--- config.mk ---
export PLATFORM = sky130hd
export DESIGN_NAME = ued_out_reg
export DESIGN_NICKNAME = d
export VERILOG_FILES = /design/src/design/ued_pkg.sv /design/src/design/ued_out_reg.sv
export SDC_FILE = /design/constraint.sdc
export NUM_CORES = 1
export LEC_CHECK = 0
export ABC_AREA = 1
export BUFFER_PORTS_ARGS = -buffer_cell sky130_fd_sc_hd__buf_4
export CAP_MARGIN = 20
export CORE_UTILIZATION = 34
export DETAILED_ROUTE_END_ITERATION = 6
export PLACE_DENSITY = 0.78
export SYNTH_ARGS = -nofsm -noshare
export SYNTH_HDL_FRONTEND = slang
export SYNTH_SLANG_ARGS = --single-unit
--- constraint.sdc ---
create_clock -name clk -period 0.8 [get_ports clk]
set_input_delay 0.24 -clock clk [delete_from_list [all_inputs] [get_ports clk]]
set_output_delay 0.24 -clock clk [all_outputs]
set_load 0.02 [all_outputs]
--- src/design/ued_pkg.sv ---
// types and codes shared by the unique entry deque modules
// no dependencies
`default_nettype none

package ued_pkg;

  // command codes
  localparam logic [2:0] CMD_PUSH_BACK  = 3'd0;
  localparam logic [2:0] CMD_PUSH_FRONT = 3'd1;
  localparam logic [2:0] CMD_POP_FRONT  = 3'd2;
  localparam logic [2:0] CMD_POP_BACK   = 3'd3;
  localparam logic [2:0] CMD_CLEAR      = 3'd4;

  // status codes
  localparam logic [1:0] ST_DONE      = 2'd0;
  localparam logic [1:0] ST_DUPLICATE = 2'd1;
  localparam logic [1:0] ST_EMPTY     = 2'd2;

  // field widths
  localparam int unsigned CMD_W  = 3;
  localparam int unsigned ID_W   = 10;
  localparam int unsigned STAT_W = 2;
  localparam int unsigned OCC_W  = 11;
  localparam int unsigned IN_TDATA_W  = 16;
  localparam int unsigned OUT_TDATA_W = 24;

  // one result beat
  typedef struct packed {
    logic [OCC_W-1:0]  occupancy;
    logic [STAT_W-1:0] status;
    logic [ID_W-1:0]   popped_id;
  } result_t;

endpackage

`default_nettype wire

--- src/design/ued_out_reg.sv ---
// output register of the unique entry deque: holds one result beat until taken
// depends on ued_pkg
`default_nettype none

module ued_out_reg (
  input  wire                              clk,
  input  wire                              rst,
  input  wire                              load,
  input  wire  ued_pkg::result_t           res,
  output logic                             free,
  output logic                             m_tvalid,
  input  wire                              m_tready,
  // popped_id [9:0], status [11:10], occupancy [22:12], zero [23]
  output logic [ued_pkg::OUT_TDATA_W-1:0]  m_tdata
);
  import ued_pkg::*;

  result_t held;

  // room for a new beat when empty or when the current one leaves now
  assign free = !m_tvalid || m_tready;

  // valid flag
  always_ff @(posedge clk) begin
    if (rst) begin
      m_tvalid <= 1'b0;
    end else if (load) begin
      m_tvalid <= 1'b1;
    end else if (m_tready) begin
      m_tvalid <= 1'b0;
    end
  end

  // payload
  always_ff @(posedge clk) begin
    if (load) begin
      held <= res;
    end
  end

  assign m_tdata = {{(OUT_TDATA_W - $bits(result_t)){1'b0}}, held};

endmodule

`default_nettype wire

==> key figures, run 1 <==
Power and ir drop
  • Power Dens Cells: 1942 nW/µm²
  • Comb power frac: 0.185
  • Total power: 0.002498 W
  • VDD IR max: 0.9674 mV
  • NetSw: 0.0005699 W
  • Lkg Pwr: 0.5487 nW
  • Clk network pwr share: 0.202
  • Pint: 0.001928 W
  • Sw Share: 0.2282
  • Sequential Power Share: 0.613

Synth
  • Compound-Gate Fraction of Synth Area: 0.01176
  • Top cells by count, synth: edfxtp_1 (23), inv_1 (2)
  • Synth Area in Adders: 0
  • Post-Synth XOR/XNOR Area: 0
  • Synth Cell Area: 744.5 µm²
  • Multiplexer area fraction after synthesis: 0
  • Yosys warnings: 0
  • Most numerous cell in the Yosys netlist: edfxtp_1
  • Synth area leader: edfxtp_1
  • Ys flop type: edfxtp_1
  • Yosys reg bits: 24
  • Gate Count Post-Synth: 30
  • Syn Nets: 57
  • Simple-gate portion of the synthesized area: 0.008403
  • Seq/Total Area, Yosys: 0.9546
  • Yosys cell types: 7
  • Top cells by area, synth: edfxtp_1 (93%), dfxtp_1 (2.7%), a21oi_2 (1.2%), buf_4 (1.0%), inv_1 (1.0%)
  • Largest family of logic cells by synthesized area: buffers and inverters
  • Asr flop ratio synth: 0
  • Top cell type's share of synthesized area: 0.9277
  • Post-synth EDFFs: 23
  • Syn avg cell area: 24.82 µm²

Cells and area
  • Area delta synth->final: 72.77%
  • Design Area, Final: 1286 µm²
  • Nets: 113
  • Share of cells above drive strength 1: 0.6824
  • Diode count: 0

Placement
  • # port buffers: 51
  • DPL Wire Length: 1.016 mm
  • Final GP Congestion: 0.6484
  • Area after DPL: 1162 µm²

GRT
  • Vias in the first global route: 472
  • Initial antenna violation count: 0
  • First-pass GRT wire length: 2.145 mm
  • Largest net degree at the start of global routing: 25
  • GRT Total Usage: 0.1239
  • Total congestion overflow: 0

Critical path
  • Slowest CP cell: edfxtp_1
  • Crit path buffers/inverters: 1
  • Worst-path cell chain: buf_6
  • CP Max Fanout: 1
  • CP peak stage delay: 430 ps
  • Setup CP Type: flop to output pin
  • Worst EP arrival: 870 ps
  • Worst Setup SP: m_tdata[5]
  • WP data required: 560 ps
  • Reg2reg start: m_tvalid
  • Crit. End Element: output pin
  • Top delay family on crit path: flip-flops
  • Crit start category: flop

Clock tree
  • Clock Pin Slew Worst Setup and Hold Paths: 120 ps
  • CTS max path bufs: 2
  • CTS Sinks: 24
  • Cts bufs inserted: 3
  • Clk Latency, worst-skew pair: 300 ps
  • Clock root cell: clkbuf_4
  • H-Tree Depth: 1
  • TritonCTS clock tree: built

Route
  • Routed WL: 1.334 mm
  • Total number of vias: 466
  • Starting DRT DRC Count: 8
  • DRC: 0
  • Post-DR vias/cell: 4.161
  • Final ANT Viol Nets: 0
  • DR pass1 iterations: 2
  • WL per Instance: 11.91 µm

STA
  • Final hold vios: 0
  • Max-slew violations: 0
  • Final hold slack: 67.86 ps
  • Tmin final: 1113 ps
  • RSZ-0062 raised after global routing: true
  • F_max: 898.6 MHz
  • Final cycle utilization of the critical path: 1.391
  • Final Setup Violations: 25
  • Clock Skew: 0 ps
  • Post-route worst setup slack: -312.8 ps

Floorplanning
  • Die Footprint: 2381 µm²
  • Core Rows: 16
  • Top-Level Pins: 53
  • Chip Height: 48.80 µm
  • Chip width: 48.80 µm
  • Core Area: 2002 µm²
  • Starting density of the core: 0.3719

Hold path
  • Worst Hold Class: input port to flop
  • Worst hold start: rst

Job
  • Max Cap Viol: 0

Run status
  • Status: complete, but fails checks
  • Failing checks: negative setup slack
-- final cells by class --
cell class	instances	area, µm²
tap	27	33.78
multi-input combinational	3	18.77
fill	139	715.7
clock inverter	1	3.754
inverter	2	7.507
sequential	24	711.9
clock buffer	3	22.52
timing repair buffer	52	488.0
-- path summary, 6_finish.rpt --
kind	end	slack, ps	depth (start not counted)
min reg2reg	m_tvalid	580	3
max	m_tdata[5]	-310	1
min	m_tvalid	70	2
max reg2reg	m_tvalid	90	3
-- metal layers --
layer	vias to the layer above	share of wire	global-route usage
met5	-	0	0
met4	0	0	0.04412
met3	0	0.10	0.03427
met2	38	0.53	0.2269
met1	209	0.37	0.1360
li1	219	-	-
-- kinds of logic after synthesis --
family | count (synthesis)
buffers and inverters | 3
AO/OA/AOI/OAI | 1
AND/OR/NAND/NOR | 1
other | 1
flip-flops | 24
-- power by group through the flow --
stage / Sequential, W / Combinational, W / Clock [W]
3_5_place_dp: 0.00154 / 0.000407 / 0
5_1_grt: 0.00154 / 0.000484 / 0.000562
4_1_cts: 0.00153 / 0.000461 / 0.000522
6_report: 0.00153 / 0.000463 / 0.000504
2_1_floorplan: 0.00167 / 0.0000183 / 0
3_3_place_gp: 0.00154 / 0.000402 / 0
-- placed cells by master (no fill, tap or decap), drive strengths merged --
master,instances
clkinv,1
clkbuf,3
inv,2
dfxtp,1
nand2,1
edfxtp,23
conb,1
a21oi,1
buf,52
-- stage by stage --
step / utilization / TNS (ps) / instances / setup WS [ps]
after floorplan: - / 0 / 30 / 63.61
after global placement: 0.5806 / -1085 / 108 / -46.36
after detailed placement: 0.5806 / -1379 / 108 / -57.83
after CTS: 0.6388 / -7344 / 113 / -318.8
after global routing: 0.6425 / -7997 / 112 / -347.7
final: 0.6425 / -7047 / 112 / -312.8
-- flip-flops by register name, indices dropped and copies added (netlist names) --
signal and cells:
m_tdata 23, m_tvalid 1
-- timing repair --
action | 4_1_cts | 5_1_grt
resized for setup | 22 | 4
pin swaps | 1 | 1
buffers inserted | 1 | 0
hold endpoints to repair | 0 | 0
endpoints found under the setup margin | 25 | 26
hold buffers | 0 | 0
-- worst reg2reg max path, delay by kind of cell, from the launching register on --
kind	cells	cell delay, ps
AO/OA/AOI/OAI	1	100
buffers and inverters	1	110
flip-flops	1	370
AND/OR/NAND/NOR	1	70
Note: power is estimated with default switching activity, not from simulation.
==> run 2: changes to the inputs <==
Settings changed: PLACE_DENSITY 0.78 to default, PLACE_DENSITY_LB_ADDON from default to 0.2.
==> key figures, run 2 (synthesis results as in run 1) <==
Hold path
  • Hold depth: 2 (unchanged)
  • Worst Hold Class: input port to flop (unchanged)
  • Worst hold start: rst (unchanged)

Cells and area
  • Share of cells above drive strength 1: 0.6941 (was 0.6824)
  • Post-route insts no fill: 112 (unchanged)
  • Fillers: 152 (was 139)
  • Most frequent cells in the layout: buf_4 (27), buf_6 (25), edfxtp_1 (23), clkbuf_4 (3), inv_1 (2) (was buf_4 (26), buf_6 (26), edfxtp_1 (23), clkbuf_4 (3), inv_1 (2))
  • Footprint of the multi-input gates: 18.77 µm² (unchanged)
  • Diode count: 0 (unchanged)
  • Nets: 113 (unchanged)
  • Area delta synth->final: 73.61% (was 72.77%)
  • Reg area: 711.9 µm² (unchanged)
  • Most common cell after layout, fill and taps aside: buf_4
  • Largest register FFs: 23 (unchanged)
  • Core Util, Final: 0.6456 (was 0.6425)

Power and ir drop
  • NetSw: 0.0005620 W (was 0.0005699 W)
  • Sw Share: 0.2176 (was 0.2282)
  • Sequential Power Share: 0.592 (was 0.613)
  • Pint: 0.002021 W (was 0.001928 W)
  • Clk network pwr share: 0.230 (was 0.202)
  • Lkg Pwr: 0.5530 nW (was 0.5487 nW)
  • Power Dens Cells: 1998 nW/µm² (was 1942 nW/µm²)
  • Comb power frac: 0.178 (was 0.185)
  • VDD IR max: 1.191 mV (was 0.9674 mV)

STA
  • Final hold slack: 75.56 ps (was 67.86 ps)
  • Final Setup Violations: 25 (unchanged)
  • Post-route worst setup slack: -303.7 ps (was -312.8 ps)
  • RSZ-0062 raised after global routing: true (unchanged)
  • Max-slew violations: 0 (unchanged)
  • F_max: 906.0 MHz (was 898.6 MHz)
  • Clock Skew: 0 ps (unchanged)
  • Final cycle utilization of the critical path: 1.380 (was 1.391)
  • Tmin final: 1104 ps (was 1113 ps)
  • Final hold vios: 0 (unchanged)

GRT
  • First-pass GRT wire length: 1.904 mm (was 2.145 mm)
  • Grt peak-use layer: met2 (unchanged)
  • Vias in the first global route: 449 (was 472)
  • GRT Total Usage: 0.1114 (was 0.1239)
  • M3 GR Usage: 0.03115 (was 0.03427)
  • Initial antenna violation count: 0 (unchanged)
  • Grt met2 use: 0.2269 (unchanged)
  • Grt met1 use: 0.1036 (was 0.1360)
  • Largest net degree at the start of global routing: 25 (unchanged)
  • Total congestion overflow: 0 (unchanged)

Critical path
  • Reg2reg start: m_tvalid (unchanged)
  • Setup CP Type: flop to output pin (unchanged)
  • Worst Setup SP: m_tdata[0] (was m_tdata[5])
  • WP data required: 560 ps (about the same)
  • Crit start category: flop (unchanged)
  • CP Max Fanout: 1 (unchanged)
  • Worst-path cell chain: buf_6 (unchanged)
  • Critical path depth in cells: 1 (unchanged)
  • Crit path buffers/inverters: 1 (unchanged)
  • Slowest CP cell: edfxtp_1 (unchanged)
  • CP peak stage delay: 420 ps (was 430 ps)
  • Crit. End Element: output pin (unchanged)
  • Top delay family on crit path: flip-flops (unchanged)
  • Worst EP arrival: 860 ps (was 870 ps)
  • Reg2Reg Depth: 3 (unchanged)

Floorplanning
  • Starting density of the core: 0.3719 (unchanged)
  • Chip width: 48.80 µm (unchanged)
  • Core Area: 2002 µm² (unchanged)
  • Core Rows: 16 (unchanged)
  • Die Footprint: 2381 µm² (unchanged)
  • Chip Height: 48.80 µm (unchanged)
  • Top-Level Pins: 53 (unchanged)

Clock tree
  • CTS Sinks: 24 (unchanged)
  • TritonCTS clock tree: built (unchanged)
  • Cts bufs inserted: 3 (unchanged)
  • Clock Pin Slew Worst Setup and Hold Paths: 120 ps (about the same)
  • Clock root cell: clkbuf_4 (unchanged)
  • Clk Latency, worst-skew pair: 290 ps (was 300 ps)
  • H-Tree Depth: 1 (unchanged)
  • CTS max path bufs: 2 (unchanged)
  • CTS Hold Buffers Added: 0 (unchanged)

Job
  • Max Cap Viol: 0 (unchanged)

Placement
  • # port buffers: 51 (unchanged)
  • Inst Count DP: 108 (unchanged)
  • Final GP Congestion: 0.7006 (was 0.6484)

Route
  • Total number of vias: 453 (was 466)
  • DRC: 0 (unchanged)
  • Routed WL: 1.276 mm (was 1.334 mm)
  • WL per Instance: 11.39 µm (was 11.91 µm)
  • Starting DRT DRC Count: 4 (was 8)
  • DR pass1 iterations: 3 (was 2)
  • Post-DR vias/cell: 4.045 (was 4.161)
  • Final ANT Viol Nets: 0 (unchanged)

Run status
  • Failing checks: negative setup slack (unchanged)
  • Status: complete, but fails checks (unchanged)
[run 2: cell types whose count changed in the layout (fill, tap and decap cells not counted), sizes merged]
cell    previous run  this run
clkbuf             3         4
clkinv             1         0
[run 2: what timing repair did]
action | in CTS | in global routing
setup endpoints to repair | 25 | 26
pin swaps | 1 | 2
setup buffers | 1 | 1
gates resized for setup | 21 | 4
[run 2: path summary, 6_finish.rpt]
path,end,slack (ps)
min reg2reg,m_tvalid,590
max,m_tdata[0],-300
max reg2reg,m_tvalid,90
min,m_tvalid,80
[run 2: stage by stage]
step           TNS [ps]  power, W  setup WS, ps  area, µm²
6_report          -6909  0.002583        -303.7       1292
3_5_place_dp      -1176  0.001949        -50.14       1162
5_1_grt           -8022  0.002681        -357.8       1292
4_1_cts           -7265  0.002610        -324.6       1285
3_3_place_gp      -1088  0.001941        -46.92       1162
2_1_floorplan         0  0.001688         63.61      745.7
[run 2: area by class of cell]
type | count | area share
Multi-Input combinational cell | 3 | 0.01452
Timing Repair Buffer | 52 | 0.3746
Sequential cell | 24 | 0.5508
Inverter | 2 | 0.005808
Tap cell | 27 | 0.02614
Clock buffer | 4 | 0.02807
[run 2: per-layer routing]
layer	routed length, µm	vias to the layer above	part of all wire
li1	-	220	-
met1	396	207	0.31
met2	794	26	0.62
met3	85	0	0.067
met4	0	0	0
met5	0	-	0
[run 2: power by group through the flow]
stage / Sequential (W) / Combinational, W / Clock, W
3_3_place_gp: 0.00154 / 0.000405 / 0
3_5_place_dp: 0.00154 / 0.000410 / 0
4_1_cts: 0.00153 / 0.000463 / 0.000620
5_1_grt: 0.00154 / 0.000483 / 0.000657
6_report: 0.00153 / 0.000461 / 0.000593
2_1_floorplan: 0.00167 / 0.0000183 / 0
==> run 3: changes to the inputs <==
Settings changed: REMOVE_ABC_BUFFERS from default to 1.
==> key figures, run 3 (synthesis results as in run 1) <==
Critical path
  • Slowest CP cell: edfxtp_1 (unchanged)
  • Crit. End Element: output pin (unchanged)
  • Worst-path cell chain: buf_6 (unchanged)
  • CP Max Fanout: 1 (unchanged)
  • Critical path depth in cells: 1 (unchanged)
  • Crit path buffers/inverters: 1 (unchanged)
  • Crit start category: flop (unchanged)
  • Top delay family on crit path: flip-flops (unchanged)
  • Setup CP Type: flop to output pin (unchanged)
  • CP peak stage delay: 420 ps (about the same)
  • WP data required: 560 ps (about the same)
  • Reg2Reg Depth: 3 (unchanged)
  • Worst Setup SP: m_tdata[11] (was m_tdata[0])
  • Worst EP arrival: 870 ps (was 860 ps)
  • Reg2reg start: m_tvalid (unchanged)

STA
  • RSZ-0062 raised after global routing: true (unchanged)
  • Final cycle utilization of the critical path: 1.383 (was 1.380)
  • Final hold slack: 66.16 ps (was 75.56 ps)
  • Setup TNS: -7084 ps (was -6909 ps)
  • Post-route worst setup slack: -306.1 ps (was -303.7 ps)
  • Tmin final: 1106 ps (was 1104 ps)
  • Final Setup Violations: 25 (unchanged)
  • Max-slew violations: 0 (unchanged)
  • Final hold vios: 0 (unchanged)
  • Clock Skew: 0 ps (unchanged)
  • F_max: 904.1 MHz (was 906.0 MHz)

Hold path
  • Hold depth: 2 (unchanged)
  • Worst hold start: rst (unchanged)
  • Worst Hold Class: input port to flop (unchanged)

Route
  • WL per Instance: 11.02 µm (was 11.39 µm)
  • Post-DR vias/cell: 3.973 (was 4.045)
  • Routed WL: 1.234 mm (was 1.276 mm)
  • Final ANT Viol Nets: 0 (unchanged)
  • Starting DRT DRC Count: 12 (was 4)
  • DRC: 0 (unchanged)
  • DR pass1 iterations: 2 (was 3)
  • Total number of vias: 445 (was 453)

GRT
  • Vias in the first global route: 398 (was 449)
  • Largest net degree at the start of global routing: 25 (unchanged)
  • Total congestion overflow: 0 (unchanged)
  • First-pass GRT wire length: 1.890 mm (was 1.904 mm)
  • Initial antenna violation count: 0 (unchanged)
  • GRT Total Usage: 0.1108 (was 0.1114)

Cells and area
  • Diode count: 0 (unchanged)
  • Post-route insts no fill: 112 (unchanged)
  • Nets: 113 (unchanged)
  • Most frequent cells in the layout: buf_4 (27), buf_6 (25), edfxtp_1 (23), clkbuf_4 (3), inv_1 (2) (unchanged)
  • Largest register FFs: 23 (unchanged)
  • Share of cells above drive strength 1: 0.6824 (was 0.6941)
  • Core Util, Final: 0.6406 (was 0.6456)
  • Most common cell after layout, fill and taps aside: buf_4 (unchanged)
  • Design Area, Final: 1282 µm² (was 1292 µm²)
  • Area delta synth->final: 72.27% (was 73.61%)

Floorplanning
  • Die Footprint: 2381 µm² (unchanged)
  • Core Rows: 16 (unchanged)
  • Starting density of the core: 0.3719 (unchanged)
  • Top-Level Pins: 53 (unchanged)
  • Chip Height: 48.80 µm (unchanged)
  • Core Area: 2002 µm² (unchanged)
  • Chip width: 48.80 µm (unchanged)

Job
  • Max Cap Viol: 0 (unchanged)

Power and ir drop
  • Pint: 0.001927 W (was 0.002021 W)
  • Comb power frac: 0.184 (was 0.178)
  • NetSw: 0.0005819 W (was 0.0005620 W)
  • Lkg Pwr: 0.5469 nW (was 0.5530 nW)
  • VDD IR max: 1.139 mV (was 1.191 mV)
  • Sw Share: 0.2320 (was 0.2176)
  • Sequential Power Share: 0.610 (was 0.592)
  • Power Dens Cells: 1956 nW/µm² (was 1998 nW/µm²)
  • Clk network pwr share: 0.207 (was 0.230)

Placement
  • Inst Count DP: 107 (was 108)
  • Final GP Congestion: 0.6673 (was 0.7006)
  • Area after DPL: 1154 µm² (was 1162 µm²)
  • # port buffers: 51 (unchanged)

Clock tree
  • CTS max path bufs: 2 (unchanged)
  • Cts bufs inserted: 3 (unchanged)
  • H-Tree Depth: 1 (unchanged)
  • Clock root cell: clkbuf_4 (unchanged)
  • Clock Pin Slew Worst Setup and Hold Paths: 120 ps (about the same)
  • TritonCTS clock tree: built (unchanged)
  • CTS Sinks: 24 (unchanged)
  • Clk Latency, worst-skew pair: 300 ps (was 290 ps)

Run status
  • Failing checks: negative setup slack (unchanged)
  • Status: complete, but fails checks (unchanged)
run 3: cell types whose count changed in the layout (fill, tap and decap cells not counted):
cell / before / now
clkbuf_8: 1 / 0
clkinv_1: 0 / 1
run 3: stage by stage:
stage | total power, W | worst slack [ps]
2_1_floorplan | 0.001683 | -20.30
3_3_place_gp | 0.001939 | -46.98
3_5_place_dp | 0.001947 | -53.62
4_1_cts | 0.002524 | -328.6
5_1_grt | 0.002616 | -363.7
6_report | 0.002508 | -306.1
run 3: power groups by stage:
stage / Sequential (W) / Combinational (W) / Clock (W)
floorplan: 0.00167 / 0.0000146 / 0
global placement: 0.00154 / 0.000402 / 0
detailed placement: 0.00154 / 0.000405 / 0
CTS: 0.00153 / 0.000458 / 0.000535
global route: 0.00154 / 0.000483 / 0.000595
finish: 0.00153 / 0.000460 / 0.000519
run 3: path summary, 6_finish.rpt:
check	end	slack, ps
worst max-delay path	m_tdata[11]	-310
worst min-delay path	m_tvalid	70
worst max register to register	m_tvalid	100
worst min register to register	m_tvalid	580
run 3: what timing repair did:
action                                 CTS  global route
hold buffers                             0             0
pin swaps                                1             1
setup endpoints to repair               25            25
gates resized for setup                 24             2
cloned                                   0             0
endpoints found under the hold margin    0             0
setup buffers                            0             1
run 3: layer usage:
| metal | part of all wire | global-route usage | vias to the layer above |
|---|---|---|---|
| li1 | - | - | 221 |
| met1 | 0.35 | 0.1314 | 198 |
| met2 | 0.56 | 0.1806 | 26 |
| met3 | 0.083 | 0.03427 | 0 |
| met4 | 0 | 0.05882 | 0 |
| met5 | 0 | 0 | - |
run 3: cell type report:
cell class	instances	area, µm²
fill	157	719.4
sequential	24	711.9
timing repair buffer	52	484.2
tap	27	33.78
clock buffer	3	22.52
multi-input combinational	3	18.77
inverter	2	7.507
clock inverter	1	3.754
